===== src/hw/rtl/apc_pkg.sv =====
// shared types and constants for the alpha premultiply pixel converter
`default_nettype none
package apc_pkg;

	localparam int CH_W   = 8;
	localparam int LANES  = 3;
	localparam int PROD_W = 2 * CH_W;
	localparam int CFG_IDX_W = 2;

	// configuration register indexes
	localparam logic [CFG_IDX_W-1:0] CFG_INPUT_LAYOUT         = 2'd0;
	localparam logic [CFG_IDX_W-1:0] CFG_OUTPUT_TARGET        = 2'd1;
	localparam logic [CFG_IDX_W-1:0] CFG_SOURCE_PREMULTIPLIED = 2'd2;

	localparam logic [CH_W-1:0] ALPHA_OPAQUE = 8'hFF;
	localparam logic [CH_W-1:0] CH_MAX       = 8'hFF;

	// per-lane operation
	typedef enum logic [1:0] {
		MODE_PASS = 2'd0,
		MODE_MUL  = 2'd1,
		MODE_DIV  = 2'd2
	} apc_mode_t;

	// stage load strobes shared by lanes and side pipeline
	typedef struct packed {
		logic s1;
		logic s2;
		logic s3;
		logic s4;
	} apc_ld_t;

	// per-item data that travels beside the lanes
	typedef struct packed {
		logic [CH_W-1:0] alpha;
		logic            last;
		logic            target;
	} apc_side_t;

endpackage
`default_nettype wire


===== src/hw/rtl/alpha_premultiply_pixel_converter.sv =====
// top level: config registers, lane pipeline control and output stage
`default_nettype none
// Converts one 32-bit pixel per item between ARGB and ABGR word layouts,
// premultiplying colour by alpha for target 0 from an unpremultiplied source
// or dividing it back out for target 1 from a premultiplied source when
// alpha is not opaque. Three identical colour lanes run side by side; each
// takes a product in stage 1, does half of an 8-step restoring divide in
// stage 2 and the other half in stage 3, and the merge stage packs the word
// into the output register. An item can be accepted every clock while
// in_stall is low; its result passes through stage 1, the two divider stages
// in each lane and the output register. Stages hold their contents and
// empty stages keep filling while the output is stalled, so in_stall only
// rises once the whole pipeline is full. Configuration is taken through
// cfg_we/cfg_index/cfg_data; only bit 0 is used and indexes beyond the three registers are dropped.
module alpha_premultiply_pixel_converter (
	input  wire logic                              clk,
	input  wire logic                              arst_n,
	input  wire logic                              cfg_we,
	input  wire logic [apc_pkg::CFG_IDX_W-1:0]     cfg_index,
	input  wire logic                              cfg_data,
	input  wire logic                              in_valid,
	output logic                                   in_stall,
	input  wire logic [31:0]                       pixel_word,
	input  wire logic                              last_pixel,
	output logic                                   out_valid,
	input  wire logic                              out_stall,
	output logic [31:0]                            out_word,
	output logic                                   out_last
);

	localparam int W = apc_pkg::CH_W;

	// configuration registers
	logic layout_q, target_q, prem_q;

	always_ff @(posedge clk or negedge arst_n) begin
		if (!arst_n) begin
			layout_q <= 1'b0;
			target_q <= 1'b0;
			prem_q   <= 1'b0;
		end else if (cfg_we) begin
			case (cfg_index)
				apc_pkg::CFG_INPUT_LAYOUT:         layout_q <= cfg_data;
				apc_pkg::CFG_OUTPUT_TARGET:        target_q <= cfg_data;
				apc_pkg::CFG_SOURCE_PREMULTIPLIED: prem_q   <= cfg_data;
				default: ;
			endcase
		end
	end

	// unpack the source pixel
	logic [W-1:0] a_in, r_in, g_in, b_in;

	always_comb begin
		a_in = pixel_word[31:24];
		g_in = pixel_word[15:8];
		if (layout_q) begin
			r_in = pixel_word[7:0];
			b_in = pixel_word[23:16];
		end else begin
			r_in = pixel_word[23:16];
			b_in = pixel_word[7:0];
		end
	end

	// choose the lane operation once per item
	apc_pkg::apc_mode_t mode_in;

	always_comb begin
		if (!target_q && !prem_q) begin
			mode_in = apc_pkg::MODE_MUL;
		end else if (target_q && prem_q && a_in != apc_pkg::ALPHA_OPAQUE) begin
			mode_in = apc_pkg::MODE_DIV;
		end else begin
			mode_in = apc_pkg::MODE_PASS;
		end
	end

	// pipeline occupancy and load strobes; a stage loads when its
	// predecessor holds an item and it is empty or being drained
	logic v_s1, v_s2, v_s3;
	apc_pkg::apc_ld_t ld;
	logic adv1, adv2, adv3;

	always_comb begin
		ld.s4 = v_s3 && (!out_valid || !out_stall);
		adv3  = !v_s3 || ld.s4;
		ld.s3 = v_s2 && adv3;
		adv2  = !v_s2 || ld.s3;
		ld.s2 = v_s1 && adv2;
		adv1  = !v_s1 || ld.s2;
		ld.s1 = in_valid && adv1;
	end

	assign in_stall = !adv1;

	always_ff @(posedge clk or negedge arst_n) begin
		if (!arst_n) begin
			v_s1      <= 1'b0;
			v_s2      <= 1'b0;
			v_s3      <= 1'b0;
			out_valid <= 1'b0;
		end else begin
			v_s1      <= ld.s1 || (v_s1 && !ld.s2);
			v_s2      <= ld.s2 || (v_s2 && !ld.s3);
			v_s3      <= ld.s3 || (v_s3 && !ld.s4);
			out_valid <= ld.s4 || (out_valid && out_stall);
		end
	end

	// side data: alpha, last flag and target ride beside the lanes
	apc_pkg::apc_side_t side_s1, side_s2, side_s3;

	always_ff @(posedge clk) begin
		if (ld.s1) begin
			side_s1 <= '{alpha: a_in, last: last_pixel, target: target_q};
		end
		if (ld.s2) begin
			side_s2 <= side_s1;
		end
		if (ld.s3) begin
			side_s3 <= side_s2;
		end
	end

	// colour lanes: red, green, blue
	logic [W-1:0] r_res, g_res, b_res;

	apc_lane u_lane_r (
		.clk   (clk),
		.ld    (ld),
		.mode  (mode_in),
		.chan  (r_in),
		.alpha (a_in),
		.res   (r_res)
	);

	apc_lane u_lane_g (
		.clk   (clk),
		.ld    (ld),
		.mode  (mode_in),
		.chan  (g_in),
		.alpha (a_in),
		.res   (g_res)
	);

	apc_lane u_lane_b (
		.clk   (clk),
		.ld    (ld),
		.mode  (mode_in),
		.chan  (b_in),
		.alpha (a_in),
		.res   (b_res)
	);

	// merge and output register
	apc_merge u_merge (
		.clk   (clk),
		.load  (ld.s4),
		.side  (side_s3),
		.red   (r_res),
		.green (g_res),
		.blue  (b_res),
		.word  (out_word),
		.last  (out_last)
	);

`ifndef SYNTHESIS
	// an empty first stage always takes an item
	a_empty_accepts: assert property (@(posedge clk) disable iff (!arst_n)
		!v_s1 |-> !in_stall)
		else $error("input stalled with empty first stage");

	// a held first stage that cannot move on must stall the input
	a_full_stalls: assert property (@(posedge clk) disable iff (!arst_n)
		(v_s1 && !ld.s2) |-> in_stall)
		else $error("input accepted over an occupied stage");

	// a stalled result keeps the last lane stage holding its item
	a_s3_holds: assert property (@(posedge clk) disable iff (!arst_n)
		(v_s3 && out_valid && out_stall) |=> v_s3)
		else $error("lane stage dropped item under output stall");

	// a loaded stage is occupied on the next cycle
	a_s3_fill: assert property (@(posedge clk) disable iff (!arst_n)
		ld.s3 |=> v_s3)
		else $error("lane stage load lost");
`endif

endmodule
`default_nettype wire


===== src/hw/rtl/apc_lane.sv =====
// one colour lane: premultiply, or unpremultiply with a two-stage restoring divider
`default_nettype none
module apc_lane (
	input  wire logic                    clk,
	input  wire apc_pkg::apc_ld_t        ld,
	input  wire apc_pkg::apc_mode_t      mode,
	input  wire logic [apc_pkg::CH_W-1:0] chan,
	input  wire logic [apc_pkg::CH_W-1:0] alpha,
	output logic      [apc_pkg::CH_W-1:0] res
);

	localparam int W  = apc_pkg::CH_W;
	localparam int PW = apc_pkg::PROD_W;
	localparam int HALF = W / 2;

	// one restoring step: remainder stays below divisor
	function automatic logic [W:0] div_step(input logic [W-1:0] r, input logic b,
		input logic [W-1:0] d);
		logic [W:0] t;
		logic [W:0] o;
		t = {r, b};
		if (t >= {1'b0, d}) begin
			o = {1'b1, W'(t - {1'b0, d})};
		end else begin
			o = {1'b0, t[W-1:0]};
		end
		return o;
	endfunction

	// stage 1
	apc_pkg::apc_mode_t mode_s1;
	logic [W-1:0]  chan_s1, alpha_s1;
	logic [PW-1:0] prod_s1, num_s1;
	logic          sat_s1;

	always_ff @(posedge clk) begin
		if (ld.s1) begin
			mode_s1  <= mode;
			chan_s1  <= chan;
			alpha_s1 <= alpha;
			prod_s1  <= {W'(0), chan} * {W'(0), alpha};
			num_s1   <= PW'({chan, W'(0)} - {W'(0), chan} + {W'(0), 1'b0, alpha[W-1:1]});
			sat_s1   <= (chan >= alpha);
		end
	end

	// stage 2: premultiply result, upper half of quotient
	logic [PW:0]    y;
	logic [PW+W:0]  z;
	logic [W-1:0]   early;
	logic [W-1:0]   rem_a;
	logic [HALF-1:0] qhi;
	logic [W:0]     st_a;

	always_comb begin
		y = {1'b0, prod_s1} + (PW+1)'(128);
		z = {y, W'(0)} + (PW+W+1)'(y);
		case (mode_s1)
			apc_pkg::MODE_MUL: begin
				if (alpha_s1 == '0) begin
					early = '0;
				end else if (alpha_s1 == apc_pkg::ALPHA_OPAQUE) begin
					early = chan_s1;
				end else begin
					early = z[PW+W-1:PW];
				end
			end
			default: early = chan_s1;
		endcase
		rem_a = num_s1[PW-1:W];
		qhi   = '0;
		for (int i = 0; i < HALF; i++) begin
			st_a  = div_step(rem_a, num_s1[W-1-i], alpha_s1);
			rem_a = st_a[W-1:0];
			qhi[HALF-1-i] = st_a[W];
		end
	end

	apc_pkg::apc_mode_t mode_s2;
	logic [W-1:0]    early_s2, alpha_s2, rem_s2;
	logic [HALF-1:0] qhi_s2, nlo_s2;
	logic            sat_s2;

	always_ff @(posedge clk) begin
		if (ld.s2) begin
			mode_s2  <= mode_s1;
			early_s2 <= early;
			alpha_s2 <= alpha_s1;
			rem_s2   <= rem_a;
			qhi_s2   <= qhi;
			nlo_s2   <= num_s1[HALF-1:0];
			sat_s2   <= sat_s1;
		end
	end

	// stage 3: lower half of quotient and final pick
	logic [W-1:0]    rem_b;
	logic [HALF-1:0] qlo;
	logic [W:0]      st_b;
	logic [W-1:0]    fin;

	always_comb begin
		rem_b = rem_s2;
		qlo   = '0;
		for (int i = 0; i < HALF; i++) begin
			st_b  = div_step(rem_b, nlo_s2[HALF-1-i], alpha_s2);
			rem_b = st_b[W-1:0];
			qlo[HALF-1-i] = st_b[W];
		end
		case (mode_s2)
			apc_pkg::MODE_DIV: begin
				if (alpha_s2 == '0) begin
					fin = '0;
				end else if (sat_s2) begin
					fin = apc_pkg::CH_MAX;
				end else begin
					fin = {qhi_s2, qlo};
				end
			end
			default: fin = early_s2;
		endcase
	end

	logic [W-1:0] res_s3;

	always_ff @(posedge clk) begin
		if (ld.s3) begin
			res_s3 <= fin;
		end
	end

	assign res = res_s3;

endmodule
`default_nettype wire


===== src/hw/rtl/apc_merge.sv =====
// merge stage: packs the lane results into the output word register
`default_nettype none
module apc_merge (
	input  wire logic                    clk,
	input  wire logic                    load,
	input  wire apc_pkg::apc_side_t      side,
	input  wire logic [apc_pkg::CH_W-1:0] red,
	input  wire logic [apc_pkg::CH_W-1:0] green,
	input  wire logic [apc_pkg::CH_W-1:0] blue,
	output logic      [31:0]             word,
	output logic                         last
);

	logic [31:0] word_q;
	logic        last_q;

	always_ff @(posedge clk) begin
		if (load) begin
			if (side.target) begin
				word_q <= {side.alpha, red, green, blue};
			end else begin
				word_q <= {side.alpha, blue, green, red};
			end
			last_q <= side.last;
		end
	end

	assign word = word_q;
	assign last = last_q;

endmodule
`default_nettype wire

===== config.mk =====
export PLATFORM = sky130hd
export DESIGN_NAME = alpha_premultiply_pixel_converter
export DESIGN_NICKNAME = d
export VERILOG_FILES = /design/src/hw/rtl/apc_pkg.sv /design/src/hw/rtl/alpha_premultiply_pixel_converter.sv /design/src/hw/rtl/apc_lane.sv /design/src/hw/rtl/apc_merge.sv
export SDC_FILE = /design/constraint.sdc
export NUM_CORES = 1
export LEC_CHECK = 0
export BUFFER_PORTS_ARGS = -buffer_cell sky130_fd_sc_hd__buf_2
export CAP_MARGIN = 40
export CORE_AREA = 4 4 175 346
export CTS_CLUSTER_DIAMETER = 30
export DETAILED_ROUTE_END_ITERATION = 10
export DIE_AREA = 0 0 179 350
export PLACE_DENSITY = 0.7
export SYNTH_ARGS = -nofsm -noshare
export SYNTH_HDL_FRONTEND = slang
export SYNTH_SLANG_ARGS = --single-unit

===== constraint.sdc =====
create_clock -name clk -period 23.9 [get_ports clk]
set_input_delay 2.39 -clock clk [delete_from_list [all_inputs] [get_ports clk]]
set_output_delay 2.39 -clock clk [all_outputs]
set_load 0.1 [all_outputs]

==> impl_results.md, run 1 <==
* Worst Setup Start Kind: flip-flop
* Drt first pass iters at 6
* Residual DRC at 0
* Seq/Total Area, Yosys at 30.89%
* CTS Hold Bufs at 0
* Detail Route Antenna Nets at 0
* Num CTS Buffers at 38
* Ys flop type: edfxtp_1
* RR Endpoint: u_lane_r.rem_s2[4]$_DFFE_PP_
* Initial antenna violation count at 1
* Most frequent cell after synthesis: ha_1
* Worst slew pin tran at 1050 ps
* Die Ht at 350 um
* Setup-failing EPs final at 0
* Clock-pin slew on the worst setup and hold paths at 70 ps
* Nets@finish at 3597
* Yosys top cell by area: edfxtp_1
* Syn. warnings at 0
* Cell family with most CP delay: compound AO/OA/AOI/OAI gates
* Hold Fails Final Rpt at 0
* Part of the cycle the worst path needs at 44.64%
* Layout cells sized above 1 at 10.01%
* Overflow after GRT at 0
* Hold Path Depth at 0
* Worst Hold End: u_merge.word[26]$_DFFE_PP_
* Reg2Reg Depth at 37
* Htree depth at 2
* Setup bufs post-CTS at 0
* Distinct cells, synth at 84
* Synth Area per Inst at 9.883 sq um
* F_max at 0.09374 GHz
* Global-route wire length before repair at 120.9 mm
* Root buffer cell: clkbuf_16
* Vias/cell at 5.859
* Unrepaired setup endpoints after global routing: false
* Final Hold Slack at 419.0 ps
* Iteration-0 DRC Markers at 1248
* Top cells by area, synth: edfxtp_1 30%, ha_1 18%, fa_1 9.2%, inv_1 4.3%, xnor2_1 4.2%
* Clk_skew at 19.55 ps
* Core ar. at 0.05802 sq mm
* Chip width at 179 um
* # port buffers at 75
* Max-Cap Viols at 0
* Critical path class: reg -> reg
* Post-Syn Nets at 3490
* Outcome: finished clean
* Top post-synthesis cells by count: 417 x ha_1, 331 x inv_1, 289 x edfxtp_1, 231 x nor2_1, 218 x nand2_1
* Worst rel slew slack at 30.03%
* Max clock buf depth at 3
* Synthesized area at 0.02866 sq mm
* Worst skew pair latency at 570 ps
* Vias in the first global route at 23377
* WP data arrival at 10990 ps
* Post-synth ARST share at 2.365%
* Std-Cell Rows at 125
* Largest net degree at the start of global routing at 75
* Period minus WS final at 10670 ps
* EDFF count, synth at 289
* Max Slew Vio Count at 0
* CTS tree: built
* Yosys reg bits at 296
* Worst-path maximum fanout at 17
* Final Routed Wirelength at 76.58 mm
* Syn-to-layout area delta at 10.08%
* All-Layer GR Usage at 24.53%
* DIE AREA at 0.06265 sq mm
* Setup_tns at 0 ps
* Share of the synthesized area in the top cell type at 30.28%
* Final Wtd Congestion at 0.9665
* CP startpoint: u_lane_g.alpha_s1[1]$_DFFE_PP_
* # resized after CTS at 0
* Critical R2R Launch: u_lane_g.alpha_s1[1]$_DFFE_PP_
* Clock Sinks at 296
* Top Ports at 76
* Post-Synthesis Cells at 2900
* Slowest CP cell: edfxtp_1
* Starting density of the core at 49.39%
* Post-detail-place hpwl at 60.92 mm
* Worst setup EP type: flip-flop
* Bufs and invs on worst path at 4
* Vias at 22265
* HP Start: side_s3[4]$_DFFE_PP_
* Reg2reg setup slack at 13230 ps
* CP required at 24220 ps
* Min-delay worst type: reg -> reg
* Drt wl/cell at 20.15 um
* Delay of the slowest critical-path stage at 860 ps
[how the worst max path moves through the flow]
stage / cells past startpoint / slack (ps) / to
global route: 36 / 12290 / u_lane_g.rem_s2[7]$_DFFE_PP_
CTS: 34 / 13310 / u_lane_g.rem_s2[7]$_DFFE_PP_
finish: 37 / 13230 / u_lane_r.rem_s2[4]$_DFFE_PP_
floorplan: 36 / 14840 / u_lane_g.rem_s2[4]$_DFFE_PP_
detailed placement: 34 / 13310 / u_lane_g.rem_s2[7]$_DFFE_PP_
global placement: 34 / 13540 / u_lane_g.rem_s2[7]$_DFFE_PP_
[final cells by class]
| cell class | instances | area (sq um) |
|---|---|---|
| diodes | 1 | 2.502 |
| clock inverters | 29 | 345.3 |
| repair buffers | 111 | 738.2 |
| clock buffers | 41 | 1005 |
| flip-flops and latches | 296 | 8853 |
| inverters | 342 | 1284 |
| fillers | 5004 | 26470 |
| multi-input cells | 2218 | 18370 |
| well taps | 762 | 953.4 |
[worst reg2reg max path: cells and delay by family, from the launching register on]
family / cells / cell delay [ps]
buffers and inverters: 4 / 780
multiplexers: 1 / 480
flip-flops: 1 / 860
adder cells (fa/ha/maj): 4 / 1350
AO/OA/AOI/OAI: 16 / 4260
AND/OR/NAND/NOR: 12 / 2700
[per-layer routing]
metal | share of wire [%] | track usage (%)
met1 | 34 | 24.46
met2 | 55 | 47.09
met5 | 0.017 | 0
met4 | 7.5 | 16.31
met3 | 3.4 | 2.021
[cells by family after synthesis]
| group | after synthesis | synth area share (%) |
|---|---|---|
| simple gates | 797 | 13.18 |
| compound gates | 556 | 12.78 |
| buf+inv | 386 | 5.099 |
| fa+ha+maj | 549 | 27.43 |
| mux | 127 | 4.842 |
| xor+xnor | 189 | 5.776 |
| flops | 296 | 30.89 |
[per-stage QoR]
stage	utilization [%]	setup WS, ps	area (sq um)	std cells
after floorplan	-	14840	28660	2900
after global placement	51.74	13540	30020	3718
after detailed placement	52.03	13310	30190	3728
after CTS	54.36	13310	31540	3798
after global routing	54.37	12290	31550	3799
final	54.37	13230	31550	3800
[state kept, by name, indices dropped and copies added (netlist names), 10 cells and up]
| register | count |
|---|---|
| u_lane_g.prod_s1 | 16 |
| u_lane_r.prod_s1 | 16 |
| u_lane_b.prod_s1 | 16 |
| u_lane_b.num_s1 | 16 |
| side_s3 | 10 |
| u_lane_g.num_s1 | 16 |
| u_merge.word | 32 |
| u_lane_r.num_s1 | 16 |
[cell usage in the layout (no fill, tap or decap), types with 75 or more instances in the layout]
master    netlist  routed
mux2_2         89      89
a21oi_1       113     113
ha_1          417     417
xnor2_1       138     138
nor2_1        231     231
edfxtp_1      289     289
buf_2           3      75
nand2_1       218     218
o21ai_0       166     166
fa_1          132     132
inv_1         331     331
Power of run 1 is left out: the tool's default activity adds up to more than one toggle a clock period on the data nets, which glitch-free logic cannot reach.
==> run 2, diff against run 1 <==
Settings changed: PLACE_DENSITY 0.7 to 0.72.
Clock period 23.9 ns to 9.2 ns, I/O delays scaled along.
==> run 2 against run 1 <==
Effect of this change: sequential share of layout area is 0.62 points lower; global-route usage is 1.4 points higher; highest routed layer is now met4; largest cell class unchanged; first-iteration DRC count fell by 3.0%.
==> impl_results.md, run 2 (synthesis results as in run 1) <==
* Slowest CP cell: or4_4
* N_diodes at 0 (-1)
* Final Routed Wirelength at 81.82 mm (+6.8%)
* Starting density of the core at 49.39% (unchanged)
* Chip width at 179 um (unchanged)
* Overflow after GRT at 0 (unchanged)
* Top Ports at 76 (unchanged)
* Worst rel slew slack at 39.09% (+9.1 points)
* Most frequent cell on the critical path: ha_1
* Part of the cycle the worst path needs at 95.07% (+50 points)
* Initial antenna violation count at 0 (-1)
* Vias in the first global route at 23624 (+1.1%)
* Post-layout instance area at 0.03226 sq mm (+2.2%)
* Period minus WS final at 8747 ps (-1921 ps)
* Clock Sinks at 296 (unchanged)
* Global-route wire length before repair at 125.2 mm (+3.5%)
* Hold Fails Final Rpt at 0 (unchanged)
* Drt wl/cell at 21.25 um (+5.5%)
* Critical path class: reg -> reg
* Post-detail-place hpwl at 66.07 mm (+8.5%)
* Detail Route Antenna Nets at 0 (unchanged)
* Core ar. at 0.05802 sq mm (unchanged)
* Residual DRC at 0 (unchanged)
* Placement Cell Area at 0.03048 sq mm (+0.97%)
* F_max at 0.1143 GHz (+22%)
* WP data arrival at 9060 ps (-1930 ps)
* Delay of the slowest critical-path stage at 560 ps (-300 ps)
* Num CTS Buffers at 44 (+16%)
* Largest net degree at the start of global routing at 71 (-5.3%)
* Max-Cap Viols at 0 (unchanged)
* Die Ht at 350 um (unchanged)
* CP required at 9520 ps (-14700 ps)
* Layout cells sized above 1 at 12.01% (+2.0 points)
* Worst Setup Start Kind: flip-flop
* Post-Layout Cell Count at 3850 (+1.3%)
* Worst-path maximum fanout at 10 (-7)
* Worst setup EP type: flip-flop
* Worst skew pair latency at 580 ps (about the same)
* Drt first pass iters at 8 (+2)
* Most frequent cells in the layout: 417 x ha_1, 330 x inv_1, 289 x edfxtp_1, 230 x nor2_1, 218 x nand2_1
* Vias/cell at 5.848 (-0.19%)
* Iteration-0 DRC Markers at 1210 (-3.0%)
* Htree depth at 2 (unchanged)
* Syn-to-layout area delta at 12.56%
* Clk_skew at 33.88 ps (+14.33 ps)
* Max FFs per register at 32 (unchanged)
* Max clock buf depth at 3 (unchanged)
* Worst slew pin tran at 888.2 ps (-161.3 ps)
* Final Wtd Congestion at 0.9565 (-1.0%)
* Nets@finish at 3644 (+1.3%)
* Min-delay worst type: in -> async
* DIE AREA at 0.06265 sq mm (unchanged)
* Root buffer cell: clkbuf_16
* Fill count at 5046 (+0.84%)
* All-Layer GR Usage at 25.96% (+1.4 points)
* Vias at 22515 (+1.1%)
* Commonest non-fill, non-tap cell in the layout: ha_1
* # port buffers at 75 (unchanged)
* Clock-pin slew on the worst setup and hold paths at 60 ps (about the same)
* CTS tree: built
* Setup-failing EPs final at 0 (unchanged)
* Inst Count DP at 3767 (+1.0%)
* Outcome: finished clean
* Std-Cell Rows at 125 (unchanged)
* Max Slew Vio Count at 0 (unchanged)
==> run 2: changes by cell type in the layout (fill, tap and decap cells not counted), sizes merged <==
| cell | previous run | this run |
|---|---|---|
| clkinvlp | 2 | 3 |
| bufinv | 1 | 8 |
| clkinv | 21 | 18 |
| diode | 1 | 0 |
| buf | 111 | 152 |
| clkbuf | 41 | 46 |
==> run 2: worst max-delay path: cells and delay by family, from the launching register on <==
kind,cells,cell delay (ps)
buffers and inverters,5,850
multiplexers,2,700
flip-flops,1,380
AND/OR/NAND/NOR,11,2270
AO/OA/AOI/OAI,13,2970
adder cells (fa/ha/maj),4,1320
==> run 2: area by class of cell <==
type	count	area (sq um)	area share, %
timing repair buffer	152	1046	3.243
multi-input combinational	2218	18450	57.21
sequential	296	8853	27.45
clock inverter	34	534.3	1.656
clock buffer	46	1130	3.502
tap	762	953.4	2.956
inverter	342	1287	3.991
==> run 2: what timing repair did <==
item	CTS	global route
buffers inserted	0	3
setup endpoints to repair	0	29
resized for setup	0	25
hold buffers	0	0
==> run 2: worst paths after layout <==
kind | from | to | slack (ps) | depth (start not counted)
worst max-delay path | u_lane_g.alpha_s1[5]$_DFFE_PP_ | u_lane_r.rem_s2[3]$_DFFE_PP_ | 450 | 35
worst min-delay path | arst_n | target_q$_DFFE_PN0P_ | 160 | 1
worst max register to register | u_lane_g.alpha_s1[5]$_DFFE_PP_ | u_lane_r.rem_s2[3]$_DFFE_PP_ | 450 | 35
worst min register to register | u_lane_g.num_s1[3]$_DFFE_PP_ | u_lane_g.nlo_s2[3]$_DFFE_PP_ | 410 | 0
max in group asynchronous | arst_n | v_s3$_DFF_PN0_ | 8880 | 1
min in group clk | u_lane_g.num_s1[3]$_DFFE_PP_ | u_lane_g.nlo_s2[3]$_DFFE_PP_ | 410 | 0
==> run 2: per-stage QoR <==
stage / setup TNS [ps] / setup WS, ps / utilization (%) / hold WS [ps]
3_3_place_gp: 0 / 405.1 / 52.29 / 400.3
5_1_grt: -0.1217 / -0.1217 / 55.59 / 149.6
3_5_place_dp: 0 / 160.9 / 52.53 / 404.5
6_report: 0 / 453.3 / 55.59 / 155.5
4_1_cts: 0 / 133.0 / 55.40 / 134.4
2_1_floorplan: 0 / 141.1 / - / 400.3
==> run 2: layer usage <==
| layer | wire length (um) | GRT usage [%] |
|---|---|---|
| met1 | 26540 | 24.15 |
| met2 | 43580 | 48.99 |
| met3 | 3134 | 2.702 |
| met4 | 8566 | 22.00 |
| met5 | 0 | 0 |
Power of run 2 is left out for the same reason.
==> run 3, diff against run 2 <==
--- a/config.mk
+++ b/config.mk
@@ -8,9 +8,9 @@
 export BUFFER_PORTS_ARGS = -buffer_cell sky130_fd_sc_hd__buf_2
 export CAP_MARGIN = 40
-export CORE_AREA = 4 4 175 346
+export CORE_AREA = 4 4 205 407
 export CTS_CLUSTER_DIAMETER = 30
 export DETAILED_ROUTE_END_ITERATION = 10
-export DIE_AREA = 0 0 179 350
-export PLACE_DENSITY = 0.72
+export DIE_AREA = 0 0 209 411
+export PLACE_DENSITY = 0.56
 export SYNTH_ARGS = -nofsm -noshare
 export SYNTH_HDL_FRONTEND = slang
==> constraint.sdc (replaced) <==
create_clock -name clk -period 9.2 [get_ports clk]
set_input_delay 0 -clock clk [delete_from_list [all_inputs] [get_ports clk]]
set_output_delay 0 -clock clk [all_outputs]
set_load 0.1 [all_outputs]
==> run 3 against run 2 <==
Effect of this change: die area is 37% higher; critical endpoint unchanged; clock-buffer cell count up 2; sequential share of layout area shrank 0.54 points; global-route usage shrank 7.1 points; largest cell class unchanged.
==> impl_results.md, run 3 (synthesis results as in run 1) <==
* Die Ht at 411 um (+17%)
* Overflow after GRT at 0 (unchanged)
* Worst-path maximum fanout at 10 (unchanged)
* Worst Setup EP: u_lane_r.rem_s2[3]$_DFFE_PP_
* Hold Path Depth at 4
* All-Layer GR Usage at 18.89% (-7.1 points)
* Max clock buf depth at 3 (unchanged)
* Setup slack at placement at -6.025 ps (-166.9 ps)
* Post-Layout Cell Count at 4168 (+8.3%)
* Root buffer cell: clkbuf_16
* GR Util met1 at 18.36% (-5.8 points)
* HP Start: pixel_word[0]
* Hold Fails Final Rpt at 0 (unchanged)
* Final Wtd Congestion at 0.9005 (-5.9%)
* Worst slew pin tran at 848.1 ps (-40.09 ps)
* Clock Sinks at 296 (unchanged)
* N_diodes at 0 (unchanged)
* # port buffers at 75 (unchanged)
* Outcome: finished clean
* Drt first pass iters at 5 (-3)
* CP required at 9540 ps (+20 ps)
* Post-layout instance area at 0.03290 sq mm (+2.0%)
* WP data arrival at 9100 ps (+40 ps)
* Num CTS Buffers at 47 (+6.8%)
* FF/Latch Area at 0.008853 sq mm (unchanged)
* Worst setup EP type: flip-flop
* Vias in the first global route at 23272 (-1.5%)
* Fill count at 7997 (+58%)
* Max FFs per register at 32 (unchanged)
* Setup ws final at 443.2 ps (-10.12 ps)
* Htree depth at 2 (unchanged)
* Vias at 21975 (-2.4%)
* Starting density of the core at 35.74% (-14 points)
* Critical R2R Launch: u_lane_g.alpha_s1[5]$_DFFE_PP_
* Vias/cell at 5.272 (-9.8%)
* Met3 global-route usage at 1.647% (-1.1 points)
* Period minus WS final at 8757 ps (+10.12 ps)
* Initial antenna violation count at 0 (unchanged)
* Most frequent cell on the critical path: ha_1
* RR Endpoint: u_lane_r.rem_s2[3]$_DFFE_PP_
* Residual DRC at 0 (unchanged)
* Worst rel slew slack at 41.84% (+2.7 points)
* Reg2reg setup slack at 440 ps (about the same)
* Gr busiest metal: met2
* Syn-to-layout area delta at 14.80%
* Worst skew pair latency at 600 ps (+20 ps)
* Nets@finish at 3677 (+0.91%)
* Min-delay worst type: in -> reg
* Global-route met2 utilization at 38.26% (-11 points)
* Max Slew Vio Count at 0 (unchanged)
* Largest net degree at the start of global routing at 66 (-7.0%)
* Inst Count DP at 4043 (+7.3%)
* Top Ports at 76 (unchanged)
* Slowest CP cell: or4_4
* CP startpoint: u_lane_g.alpha_s1[5]$_DFFE_PP_
* DIE AREA at 0.08590 sq mm (+37%)
* Core ar. at 0.08019 sq mm (+38%)
* Std-Cell Rows at 147 (+18%)
* Delay of the slowest critical-path stage at 550 ps (about the same)
* Final Routed Wirelength at 81.71 mm (-0.13%)
* Post-detail-place hpwl at 65.55 mm (-0.79%)
* Placement Cell Area at 0.03076 sq mm (+0.90%)
* F_max at 0.1142 GHz (-0.12%)
* Reg2Reg Depth at 35 (unchanged)
* Clk_skew at 43.85 ps (+9.973 ps)
* Setup-failing EPs final at 0 (unchanged)
* Part of the cycle the worst path needs at 95.18% (+0.11 points)
* Chip width at 209 um (+17%)
* Global-route wire length before repair at 127.7 mm (+2.0%)
* CTS tree: built
* Footprint of the multi-input gates at 0.01846 sq mm (about the same)
* Most frequent cells in the layout: 417 x ha_1, 328 x inv_1, 289 x edfxtp_1, 231 x nor2_1, 217 x nand2_1
* Clock-pin slew on the worst setup and hold paths at 60 ps (about the same)
* Detail Route Antenna Nets at 0 (unchanged)
* Layout cells sized above 1 at 12.03% (+0.018 points)
* Max-Cap Viols at 0 (unchanged)
* Final Hold Slack at 26.48 ps (-129.0 ps)
* Iteration-0 DRC Markers at 956 (-21%)
* Worst Setup Start Kind: flip-flop
* Critical path class: reg -> reg
* Commonest non-fill, non-tap cell in the layout: ha_1
* Drt wl/cell at 19.60 um (-7.8%)
## run 3: how the worst min path moves through the flow
stage                                     endpoint  slack (ps)
global route        u_lane_g.alpha_s1[6]$_DFFE_PP_          50
floorplan                     layout_q$_DFFE_PN0P_        -300
finish                u_lane_b.num_s1[8]$_DFFE_PP_          30
global placement               out_valid$_DFF_PN0_        -160
detailed placement             out_valid$_DFF_PN0_        -150
CTS                   u_lane_b.num_s1[8]$_DFFE_PP_           5
## run 3: routing by layer
metal	up-vias	share of wire, %
li1	10593	-
met1	10719	34
met2	455	56
met3	208	2.8
met4	0	6.3
met5	-	0
## run 3: layout make-up
class / instances / share of cell area, %
Multi-Input combinational cell: 2218 / 56.11
Sequential cell: 296 / 26.91
Clock inverter: 39 / 1.540
Inverter: 342 / 3.924
Timing Repair Buffer: 182 / 3.962
Tap cell: 1043 / 3.966
Clock buffer: 48 / 3.586
## run 3: worst max-delay path, delay by kind of cell, from the launching register on
family | cells | cell delay (ps)
AOI/OAI and AO/OA | 13 | 2920
adders and majority gates | 4 | 1240
buffers and inverters | 5 | 830
DFF | 1 | 430
muxes | 3 | 1040
and+or+nand+nor | 10 | 2000
## run 3: stage by stage
stage               utilization, %  TNS, ps
finish                       41.03        0
global route                 41.03   -33.21
CTS                          40.85        0
detailed placement           38.36   -6.025
global placement             38.25   -31.45
floorplan                        -        0
## run 3: repair_timing
item,CTS,global route
resized for setup,1,23
setup buffers,0,7
endpoints found under the hold margin,51,0
pin swaps,0,3
hold buffers,31,0
endpoints found under the setup margin,1,28
Power of run 3 is left out for the same reason.
